===== config.mk =====
export PLATFORM = sky130hd
export DESIGN_NAME = lrk_seq
export DESIGN_NICKNAME = d
export VERILOG_FILES = /design/src/hdl/lrk_pkg.sv /design/src/hdl/lrk_seq.sv
export SDC_FILE = /design/constraint.sdc
export NUM_CORES = 1
export LEC_CHECK = 0
export ABC_AREA = 1
export BUFFER_PORTS_ARGS = -buffer_cell sky130_fd_sc_hd__buf_4
export CAP_MARGIN = 0
export CORE_MARGIN = 8
export CORE_UTILIZATION = 54
export DETAILED_ROUTE_END_ITERATION = 7
export PLACE_DENSITY = 0.8
export SLEW_MARGIN = 0
export SYNTH_ARGS = -nofsm -noshare
export SYNTH_HDL_FRONTEND = slang
export SYNTH_SLANG_ARGS = --single-unit
export TNS_END_PERCENT = 100

===== constraint.sdc =====
create_clock -name clk -period 1.85 [get_ports clk]
set_clock_uncertainty 0.05 [all_clocks]
set_input_delay 0.0925 -clock clk [delete_from_list [all_inputs] [get_ports clk]]
set_output_delay 0.0925 -clock clk [all_outputs]
set_load 0.02 [all_outputs]

===== src/hdl/lrk_pkg.sv =====
// Package for the Lorenz-63 RK4 trajectory generator: number formats,
// register indexes, microcode word layout, the microcode program and helpers.
// Used by lrk_seq, lrk_dp, the top level and the testbench; depends on nothing.
`default_nettype none

package lrk_pkg;

    // Number formats (all Q8.24 based).
    typedef logic signed [31:0] coord_t;   // coordinate / stage point
    typedef logic [30:0]        coef_t;    // sigma, rho, beta
    typedef logic [24:0]        step_t;    // integration step
    typedef logic signed [39:0] deriv_t;   // derivative, Q16.24
    typedef logic signed [43:0] wsum_t;    // weighted sum k1+2k2+2k3+k4
    typedef logic [43:0]        mag_t;     // magnitude in the divider
    typedef logic signed [65:0] prod_t;    // registered product / accumulator
    typedef logic [1:0]         lane_t;    // coordinate select x/y/z
    typedef logic [2:0]         stage_t;   // RK stage counter
    typedef logic [3:0]         pc_t;      // microcode step counter
    typedef logic [3:0]         loop_t;    // divider loop counter
    typedef logic [2:0]         rem_t;     // divider remainder

    // Reset values of the configuration registers.
    localparam coef_t  SIGMA_RESET = 31'd167772160;
    localparam coef_t  RHO_RESET   = 31'd469762048;
    localparam coef_t  BETA_RESET  = 31'd44739243;
    localparam step_t  STEP_RESET  = 25'd335544;
    localparam coord_t START_RESET = 32'sd16777216;
    localparam step_t  Q_ONE       = 25'd16777216;

    // Configuration register indexes.
    typedef enum logic [2:0] {
        REG_SIGMA   = 3'd0,
        REG_RHO     = 3'd1,
        REG_BETA    = 3'd2,
        REG_STEP    = 3'd3,
        REG_START_X = 3'd4,
        REG_START_Y = 3'd5,
        REG_START_Z = 3'd6
    } reg_idx_t;

    // RK stage numbering: stages 0..3 evaluate k1..k4, stage 4 is the final update.
    localparam stage_t STG_FIRST = 3'd0;
    localparam stage_t STG_FULL  = 3'd2;   // first stage that uses a whole step
    localparam stage_t STG_K4    = 3'd3;
    localparam stage_t STG_FINAL = 3'd4;

    // Divide by six, one nibble per step over a 44-bit magnitude.
    localparam int    DIV_NIBBLES = 11;
    localparam loop_t LOOP_INIT   = loop_t'(DIV_NIBBLES - 1);

    // Program labels.
    localparam pc_t PC_START = 4'd0;
    localparam pc_t PC_KX    = 4'd1;
    localparam pc_t PC_STAGE = 4'd5;
    localparam pc_t PC_DIV   = 4'd13;

    // Multiplier operand selection.
    typedef enum logic [2:0] {
        MUL_NONE,
        MUL_SIGMA,   // sigma * (y - x)
        MUL_RHO,     // x * (rho - z)
        MUL_XY,      // x * y
        MUL_BETA,    // beta * z
        MUL_KLO,     // low 16 bits of k * h
        MUL_KHI      // high 24 bits of k * h
    } mul_op_t;

    // Accumulator operation.
    typedef enum logic [1:0] {
        ACC_NONE,
        ACC_LOAD,    // acc = product
        ACC_MAC      // acc = (product << 16) + acc
    } acc_op_t;

    // Register write operation.
    typedef enum logic [3:0] {
        WR_NONE,
        WR_KX,
        WR_KY,
        WR_T,
        WR_KZ,
        WR_PNT,      // stage point, or the new position in the final stage
        WR_DIVINIT,
        WR_DIVSTEP,
        WR_DIVEND
    } wr_op_t;

    // Sequencing operation.
    typedef enum logic [2:0] {
        SEQ_NEXT,
        SEQ_JUMP,
        SEQ_JUMP_K4,   // jump when the fourth derivative is done
        SEQ_LOOP,      // repeat this step until the loop counter runs out
        SEQ_FINISH     // end of a stage: stop after the final one, else jump
    } seq_op_t;

    typedef struct packed {
        mul_op_t mul;
        lane_t   ksel;
        acc_op_t acc;
        wr_op_t  wr;
        lane_t   wsel;
        logic    sum_en;
        logic    stage_inc;
        logic    cnt_load;
        seq_op_t seq;
        pc_t     target;
    } ucode_t;

    // Control from the sequencer to the datapath.
    typedef struct packed {
        ucode_t uc;
        stage_t stage;
    } ctrl_t;

    localparam ucode_t UC_NOP = '{
        mul: MUL_NONE, ksel: 2'd0, acc: ACC_NONE, wr: WR_NONE, wsel: 2'd0,
        sum_en: 1'b0, stage_inc: 1'b0, cnt_load: 1'b0, seq: SEQ_NEXT, target: PC_START
    };

    // The microcode program. The product of a step is used by the next step.
    function automatic ucode_t ucode_rom(input pc_t pc);
        ucode_t w;
        w = UC_NOP;
        unique case (pc)
            4'd0:  begin w.mul = MUL_SIGMA; end
            4'd1:  begin w.mul = MUL_RHO;  w.wr = WR_KX; end
            4'd2:  begin w.mul = MUL_XY;   w.wr = WR_KY; end
            4'd3:  begin w.mul = MUL_BETA; w.wr = WR_T;  end
            4'd4:  begin w.wr = WR_KZ; end
            4'd5:
            begin
                w.mul = MUL_KLO; w.ksel = 2'd0; w.sum_en = 1'b1;
                w.seq = SEQ_JUMP_K4; w.target = PC_DIV;
            end
            4'd6:  begin w.mul = MUL_KHI; w.ksel = 2'd0; w.acc = ACC_LOAD; end
            4'd7:  begin w.mul = MUL_KLO; w.ksel = 2'd1; w.acc = ACC_MAC;  end
            4'd8:
            begin
                w.mul = MUL_KHI; w.ksel = 2'd1; w.acc = ACC_LOAD;
                w.wr = WR_PNT; w.wsel = 2'd0;
            end
            4'd9:  begin w.mul = MUL_KLO; w.ksel = 2'd2; w.acc = ACC_MAC; end
            4'd10:
            begin
                w.mul = MUL_KHI; w.ksel = 2'd2; w.acc = ACC_LOAD;
                w.wr = WR_PNT; w.wsel = 2'd1;
            end
            4'd11: begin w.acc = ACC_MAC; end
            4'd12:
            begin
                w.mul = MUL_SIGMA; w.wr = WR_PNT; w.wsel = 2'd2;
                w.stage_inc = 1'b1; w.seq = SEQ_FINISH; w.target = PC_KX;
            end
            4'd13: begin w.wr = WR_DIVINIT; w.cnt_load = 1'b1; end
            4'd14: begin w.wr = WR_DIVSTEP; w.seq = SEQ_LOOP; end
            4'd15:
            begin
                w.wr = WR_DIVEND; w.stage_inc = 1'b1;
                w.seq = SEQ_JUMP; w.target = PC_STAGE;
            end
            default: w = UC_NOP;
        endcase
        return w;
    endfunction

    // Saturate a 43-bit value to the derivative range.
    function automatic deriv_t sat40(input logic signed [42:0] v);
        deriv_t r;
        if (v[42:39] == {4{v[42]}})
            r = v[39:0];
        else
            r = v[42] ? {1'b1, {39{1'b0}}} : {1'b0, {39{1'b1}}};
        return r;
    endfunction

    // Saturate a 43-bit value to the coordinate range.
    function automatic coord_t sat32(input logic signed [42:0] v);
        coord_t r;
        if (v[42:31] == {12{v[42]}})
            r = v[31:0];
        else
            r = v[42] ? {1'b1, {31{1'b0}}} : {1'b0, {31{1'b1}}};
        return r;
    endfunction

    function automatic logic ovf32(input logic signed [42:0] v);
        return v[42:31] != {12{v[42]}};
    endfunction

    // One radix-16 digit of a division by six: v = remainder * 16 + next nibble.
    // q = floor(v * 43 / 256) is exact for v below 128.
    typedef struct packed {
        logic [3:0] q;
        rem_t       r;
    } div6_t;

    function automatic div6_t div6_digit(input logic [6:0] v);
        logic [12:0] scaled;
        logic [6:0]  six_q;
        div6_t       d;
        scaled = 13'(v) * 13'd43;
        d.q    = scaled[11:8];
        six_q  = {1'b0, d.q, 2'b00} + {2'b00, d.q, 1'b0};
        d.r    = 3'(v - six_q);
        return d;
    endfunction

endpackage

`default_nettype wire


===== src/hdl/lrk_seq.sv =====
// Microcode sequencer: step counter, RK stage counter and loop counter,
// stepping through the program held in lrk_pkg::ucode_rom.
// Depends on lrk_pkg.
`default_nettype none

module lrk_seq (
    input  wire logic          clk,
    input  wire logic          rst_n,
    input  wire logic          start,
    output logic               busy,
    output lrk_pkg::ctrl_t     ctrl
);
    import lrk_pkg::*;

    typedef enum logic [1:0] {
        ST_IDLE = 2'b01,
        ST_RUN  = 2'b10
    } seq_state_t;

    seq_state_t state_reg, state_next;
    pc_t        pc_reg, pc_next;
    stage_t     stage_reg, stage_next;
    loop_t      cnt_reg, cnt_next;
    ucode_t     uc;

    // Next step selection.
    always_comb
    begin
        uc         = ucode_rom(pc_reg);
        state_next = state_reg;
        pc_next    = pc_reg;
        stage_next = stage_reg;
        cnt_next   = cnt_reg;
        unique case (state_reg)
            ST_IDLE:
            begin
                if (start)
                begin
                    state_next = ST_RUN;
                    pc_next    = PC_START;
                    stage_next = STG_FIRST;
                end
            end
            ST_RUN:
            begin
                if (uc.stage_inc)
                    stage_next = stage_reg + 3'd1;
                if (uc.cnt_load)
                    cnt_next = LOOP_INIT;
                unique case (uc.seq)
                    SEQ_NEXT: pc_next = pc_reg + 4'd1;
                    SEQ_JUMP: pc_next = uc.target;
                    SEQ_JUMP_K4:
                    begin
                        if (stage_reg == STG_K4)
                            pc_next = uc.target;
                        else
                            pc_next = pc_reg + 4'd1;
                    end
                    SEQ_LOOP:
                    begin
                        if (cnt_reg != '0)
                            cnt_next = cnt_reg - 4'd1;
                        else
                            pc_next = pc_reg + 4'd1;
                    end
                    SEQ_FINISH:
                    begin
                        if (stage_reg == STG_FINAL)
                            state_next = ST_IDLE;
                        else
                            pc_next = uc.target;
                    end
                    default: state_next = ST_IDLE;
                endcase
            end
            default: state_next = ST_IDLE;
        endcase
    end

    // Sequencer registers.
    always_ff @(posedge clk or negedge rst_n)
    begin
        if (!rst_n)
        begin
            state_reg <= ST_IDLE;
            pc_reg    <= PC_START;
            stage_reg <= STG_FIRST;
            cnt_reg   <= '0;
        end
        else
        begin
            state_reg <= state_next;
            pc_reg    <= pc_next;
            stage_reg <= stage_next;
            cnt_reg   <= cnt_next;
        end
    end

    // The datapath sees no operation while the sequencer is idle.
    assign busy       = (state_reg == ST_RUN);
    assign ctrl.uc    = busy ? uc : UC_NOP;
    assign ctrl.stage = stage_reg;

endmodule

`default_nettype wire


== Word level (Yosys, flattened, before mapping) ==
Cells that the tools add are included.

* Output and inout bits: 27
* Input port bits: 3
* Register bits after elaboration: 13

* $add $sub $neg: 3
* Reduce and logical (&&, ||, !) cells: 16
* Eq/ne operators: 30
* Muxes and demuxes: 27

{| class="wikitable"
|+ Operator list
! kind !! number
|-
| $eq A4 B4 Y1 const B || 8
|-
| $pmux W4 S8 || 1
|-
| $mux W4 || 7
|-
| $mux W23 || 1
|-
| $pmux W2 S2 || 5
|-
| $pmux W4 S5 || 1
|-
| $pmux W3 S6 || 1
|-
| $eq A4 B3 Y1 const B || 4
|-
| $pmux W3 S4 || 1
|-
| $pmux W4 S3 || 1
|-
| $reduce_or A3 Y1 || 4
|-
| $eq A3 B2 Y1 const B || 3
|-
| $ne A3 B3 Y1 const B || 3
|-
| $eq A4 B2 Y1 const B || 2
|-
| $pmux W4 S2 || 1
|-
| $reduce_or A2 Y1 || 4
|-
| $eq A3 B3 Y1 const B || 2
|-
| $mux W3 || 2
|-
| $ne A6 B1 Y1 const B || 1
|-
| $pmux W3 S2 || 1
|-
| $reduce_and A3 Y1 || 2
|-
| $reduce_and A5 Y1 || 1
|-
| $add A4 B1 Y4 const B || 1
|-
| $eq A4 B1 Y1 const B || 1
|-
| 14 further kinds || 18
|}

== Logic depth before layout (Yosys ltp) ==
* Depth after elaboration: 6
* Gate-level depth with buffers: 12
* Depth with buffers taken out: 12

== Worst setup path after synthesis ==
No wires, ideal clock.

* Path kind: reg-to-output
* Start point: register state_reg[0]
* End point: output port ctrl[12] in the netlist's numbering
* Setup slack: 109 ps
* Data required time: 1707 ps
* Data arrival time: 1598 ps
* Buffers on the path: 2
* Stages on the path, launching flop included: 7
* Path through: dfstp_2 > inv_1 > ha_1 > buf_2 > inv_2 > buf_1 > nor2_1

{| class="wikitable"
|+ RTL lines
! what !! RTL line !! text
|-
| start: declaration || lrk_seq.sv:20 || <nowiki>seq_state_t state_reg, state_next;</nowiki>
|-
| start signal: assignment || lrk_seq.sv:93 || <nowiki>state_reg <= state_next;</nowiki>
|-
| end: declaration || lrk_seq.sv:11 || <nowiki>output lrk_pkg::ctrl_t ctrl</nowiki>
|}

==> results.py <==
metrics = {
    "outcome": {
        "run_status": "complete, but fails checks",
        "failed_checks": "negative setup slack",
    },
    "detailed_routing": {
        "top_layer": "met4",
        "routedWlPerCell_um": 14.5,
        "detailroute.wirelength.met3_um": 327,
        "routed_wl_mm": 3.98,
        "routed_length_on_met1_mm": 1.64,
        "via_per_inst": 5.55,
        "ant_nets": 0,
        "routed-via-count": 1525,
        "detailedRoute.firstPassIterationCount": 4,
        "drc_errors": 0,
        "met2_wirelength_mm": 1.94,
        "drt_first_iter_violations": 132,
    },
    "placed_design": {
        "dp_cells": 256,
        "dpl.hpwl_mm": 2.69,
        "placed_area_um2": 1530,
        "port_buffers": 28,
        "routabilityCongestion": 0.878,
    },
    "sta": {
        "drv_slew": 0,
        "finalHoldWorstSlack_ns": 0.151,
        "totalNegativeSetupSlack_ns": -0.00166,
        "post-route-period-util_pct": 100,
        "final_report_setup_violation_count": 1,
        "grt_setup_unrepaired": "true",
        "max_clock_freq_mhz": 540,
        "report.final.hold_viol_count": 0,
        "layout_setup_ws_ns": -0.00166,
        "min_period_ns": 1.85,
    },
    "yosys": {
        "netlist.area_leader.share_pct": 23.2,
        "synthesis.instances": 201,
        "synthTopCellsByCount": "47 x sky130_fd_sc_hd__nand2_1, 30 x sky130_fd_sc_hd__inv_1, 22 x sky130_fd_sc_hd__nor2_1, 14 x sky130_fd_sc_hd__a21oi_1, 14 x sky130_fd_sc_hd__nand3_1",
        "synth_ff_type": "sky130_fd_sc_hd__dfrtp_1",
        "synthesis.area_um2": 1290,
        "netlist_top_cells_area": "sky130_fd_sc_hd__dfrtp_1 23%, sky130_fd_sc_hd__nand2_1 14%, sky130_fd_sc_hd__ha_1 9.7%, sky130_fd_sc_hd__inv_1 8.7%, sky130_fd_sc_hd__nor2_1 6.4%",
        "yosys.cell_count.top_type": "sky130_fd_sc_hd__nand2_1",
        "synth.yosys.seq_area_share_pct": 25.2,
        "synth-async-reset-ratio_pct": 100,
        "number_of_flops_mapped_to_enable_cells_by_yosys": 0,
        "ys_warn_count": 0,
        "yosysUniqueCellTypes": 33,
        "netlist.top_cell.by_area": "sky130_fd_sc_hd__dfrtp_1",
        "ys_seq_elements": 13,
        "avgSynthCellArea_um2": 6.44,
        "mappedNetlistNets": 214,
    },
    "clock_tree": {
        "insertion_delay_ns": 0.28,
        "cts.path.max_buffers": 2,
        "htree_num_levels": 1,
        "ctsRootBufferMaster": "sky130_fd_sc_hd__clkbuf_4",
        "numCtsBuffers": 3,
        "cts.sink_count": 13,
        "clock_tree_from_tritoncts": "done",
        "clkSlewWorstSetupHoldPaths_ns": 0.08,
    },
    "critical_path": {
        "path_buf_inv": 4,
        "cp_data_arrival_time_ns": 1.71,
        "critical_path_class": "reg -> out",
        "worstSetupEndpointType": "output port",
        "critPathRequiredTime_ns": 1.71,
        "startpoint_type": "flop",
        "worst_path_cell_with_the_longest_stage_delay": "sky130_fd_sc_hd__dfrtp_2",
        "critPathMaxFanout": 4,
        "crit_path_max_incr_delay_ns": 0.46,
        "sequence_of_cells_on_the_critical_path": "inv_4 -> ha_4 -> inv_2 -> nor2_4 -> inv_2 -> nand3_2 -> a21oi_1 -> a21oi_1 -> buf_4",
        "crit_family": "flip-flops",
    },
    "final_layout": {
        "antennaDiodeCount": 0,
        "register_area_um2": 330,
        "nNetsFinal": 261,
        "drive_gt1_share_pct": 37.2,
        "multi_input_area_um2": 893,
        "stdcell_area_um2": 1810,
        "syn2layout_area_growth_pct": 40.1,
        "filler_instances": 148,
        "post_layout_nonfiller_instances": 275,
    },
    "floorplanning": {
        "floorplan.die_area_um2": 4220,
        "start_util_pct": 58.0,
        "dieWidth_um": 65.0,
        "num_rows": 17,
        "fp.dieH_um": 65.0,
        "design.core.area_um2": 2230,
        "design.portCount": 30,
    },
    "grt": {
        "grt_pass1_vias": 1341,
        "globalRoute.totalOverflow": 0,
        "grt_pass1_wl_mm": 5.76,
        "grt_antenna_before_repair": 0,
        "grt_usage_pct": 16.6,
        "maximum_number_of_pins_on_one_net_before_global_route_repair": 14,
    },
    "pwr": {
        "cellLeakagePower_nw": 0.953,
        "max-vdd-ir-drop_mv": 0.744,
        "p_total_mw": 1.21,
        "p_per_area_nw_per_um2": 669,
    },
    "hold_path": {
        "worst_hold_path_type": "in -> async",
    },
    "flow_run": {
        "max_cap_violation_count": 0,
    },
}
==> final cells by class <==
cell class,instances,share of cell area (%)
clock buffer,4,1.45
inverter,36,8.14
multi-input combinational,145,49.2
sequential,13,18.2
tap,28,1.93
timing repair buffer,49,21.0
==> final timing paths <==
kind | from | end | slack (ns) | cells after the start
min in group clk | start | stage_reg[0] | 0.18 | 5
worst min register to register | cnt_reg[0] | cnt_reg[0] | 0.46 | 1
worst max register to register | pc_reg[0] | pc_reg[2] | 0.08 | 12
worst min-delay path | rst_n | stage_reg[0] | 0.15 | 2
worst max-delay path | pc_reg[0] | ctrl[15] | -0.002 | 9
max in group asynchronous | rst_n | state_reg[0] | 1.37 | 2
==> cells by family (layout without fill, tap and decap cells) <==
group | Yosys count | after routing | synth area share [%]
AND/OR/NAND/NOR | 101 | 101 | 36.1
flip-flops | 13 | 13 | 25.2
buffers and inverters | 43 | 89 | 14.4
AO/OA/AOI/OAI | 33 | 33 | 14.3
other | 1 | 1 | 0.290
adder cells (fa/ha/maj) | 10 | 10 | 9.66
==> worst reg2reg max path: cells and delay by family, from the launching register on <==
kind	cells	cell delay, ns
adder cells (fa/ha/maj)	1	0.15
buffers and inverters	4	0.37
flip-flops	1	0.46
AND/OR/NAND/NOR	7	0.65
==> timing repair <==
| item | 4_1_cts | 5_1_grt |
|---|---|---|
| buffers inserted | 4 | 10 |
| hold buffers | 1 | 0 |
| endpoints found under the setup margin | 15 | 21 |
| pin swaps | 1 | 4 |
| resized for setup | 15 | 26 |
| endpoints found under the hold margin | 13 | 0 |
==> through the flow <==
step	utilization [%]	worst slack, ns
global placement	68.7	0.0850
detailed placement	68.7	0.0343
floorplan	-	0.109
CTS	73.7	-0.00384
global route	81.2	-0.0943
finish	81.2	-0.00166
==> cells in the final DEF (no fill, tap or decap), types with 2 or more instances in the layout <==
cell / n
sky130_fd_sc_hd__nand3b_1: 3
sky130_fd_sc_hd__o21ai_1: 6
sky130_fd_sc_hd__buf_4: 45
sky130_fd_sc_hd__a21oi_2: 2
sky130_fd_sc_hd__nor2_2: 5
sky130_fd_sc_hd__nand4_1: 3
sky130_fd_sc_hd__buf_6: 3
sky130_fd_sc_hd__ha_4: 4
sky130_fd_sc_hd__nand3_1: 13
sky130_fd_sc_hd__nand2_2: 6
sky130_fd_sc_hd__inv_4: 3
sky130_fd_sc_hd__ha_1: 5
sky130_fd_sc_hd__dfrtp_1: 9
sky130_fd_sc_hd__inv_1: 25
sky130_fd_sc_hd__clkbuf_4: 3
sky130_fd_sc_hd__dfrtp_2: 3
sky130_fd_sc_hd__nor2_1: 18
sky130_fd_sc_hd__nand2_1: 43
sky130_fd_sc_hd__nor2_4: 3
sky130_fd_sc_hd__inv_2: 7
sky130_fd_sc_hd__a21oi_1: 13
sky130_fd_sc_hd__o21ai_0: 5
sky130_fd_sc_hd__a31oi_1: 2
sky130_fd_sc_hd__nand3_4: 3
==> report_power, final <==
group / switching (mW) / internal [mW]
registers: 0.0388 / 0.327
clock network: 0.0950 / 0.0838
logic: 0.418 / 0.252
total: 0.551 / 0.663
==> per-layer routing <==
metal	global-route usage [%]	up-vias
li1	-	734
met1	17.6	706
met2	29.7	78
met3	4.98	7
met4	7.08	0
met5	0	-
No activity file was read; power rests on OpenSTA's default activity.
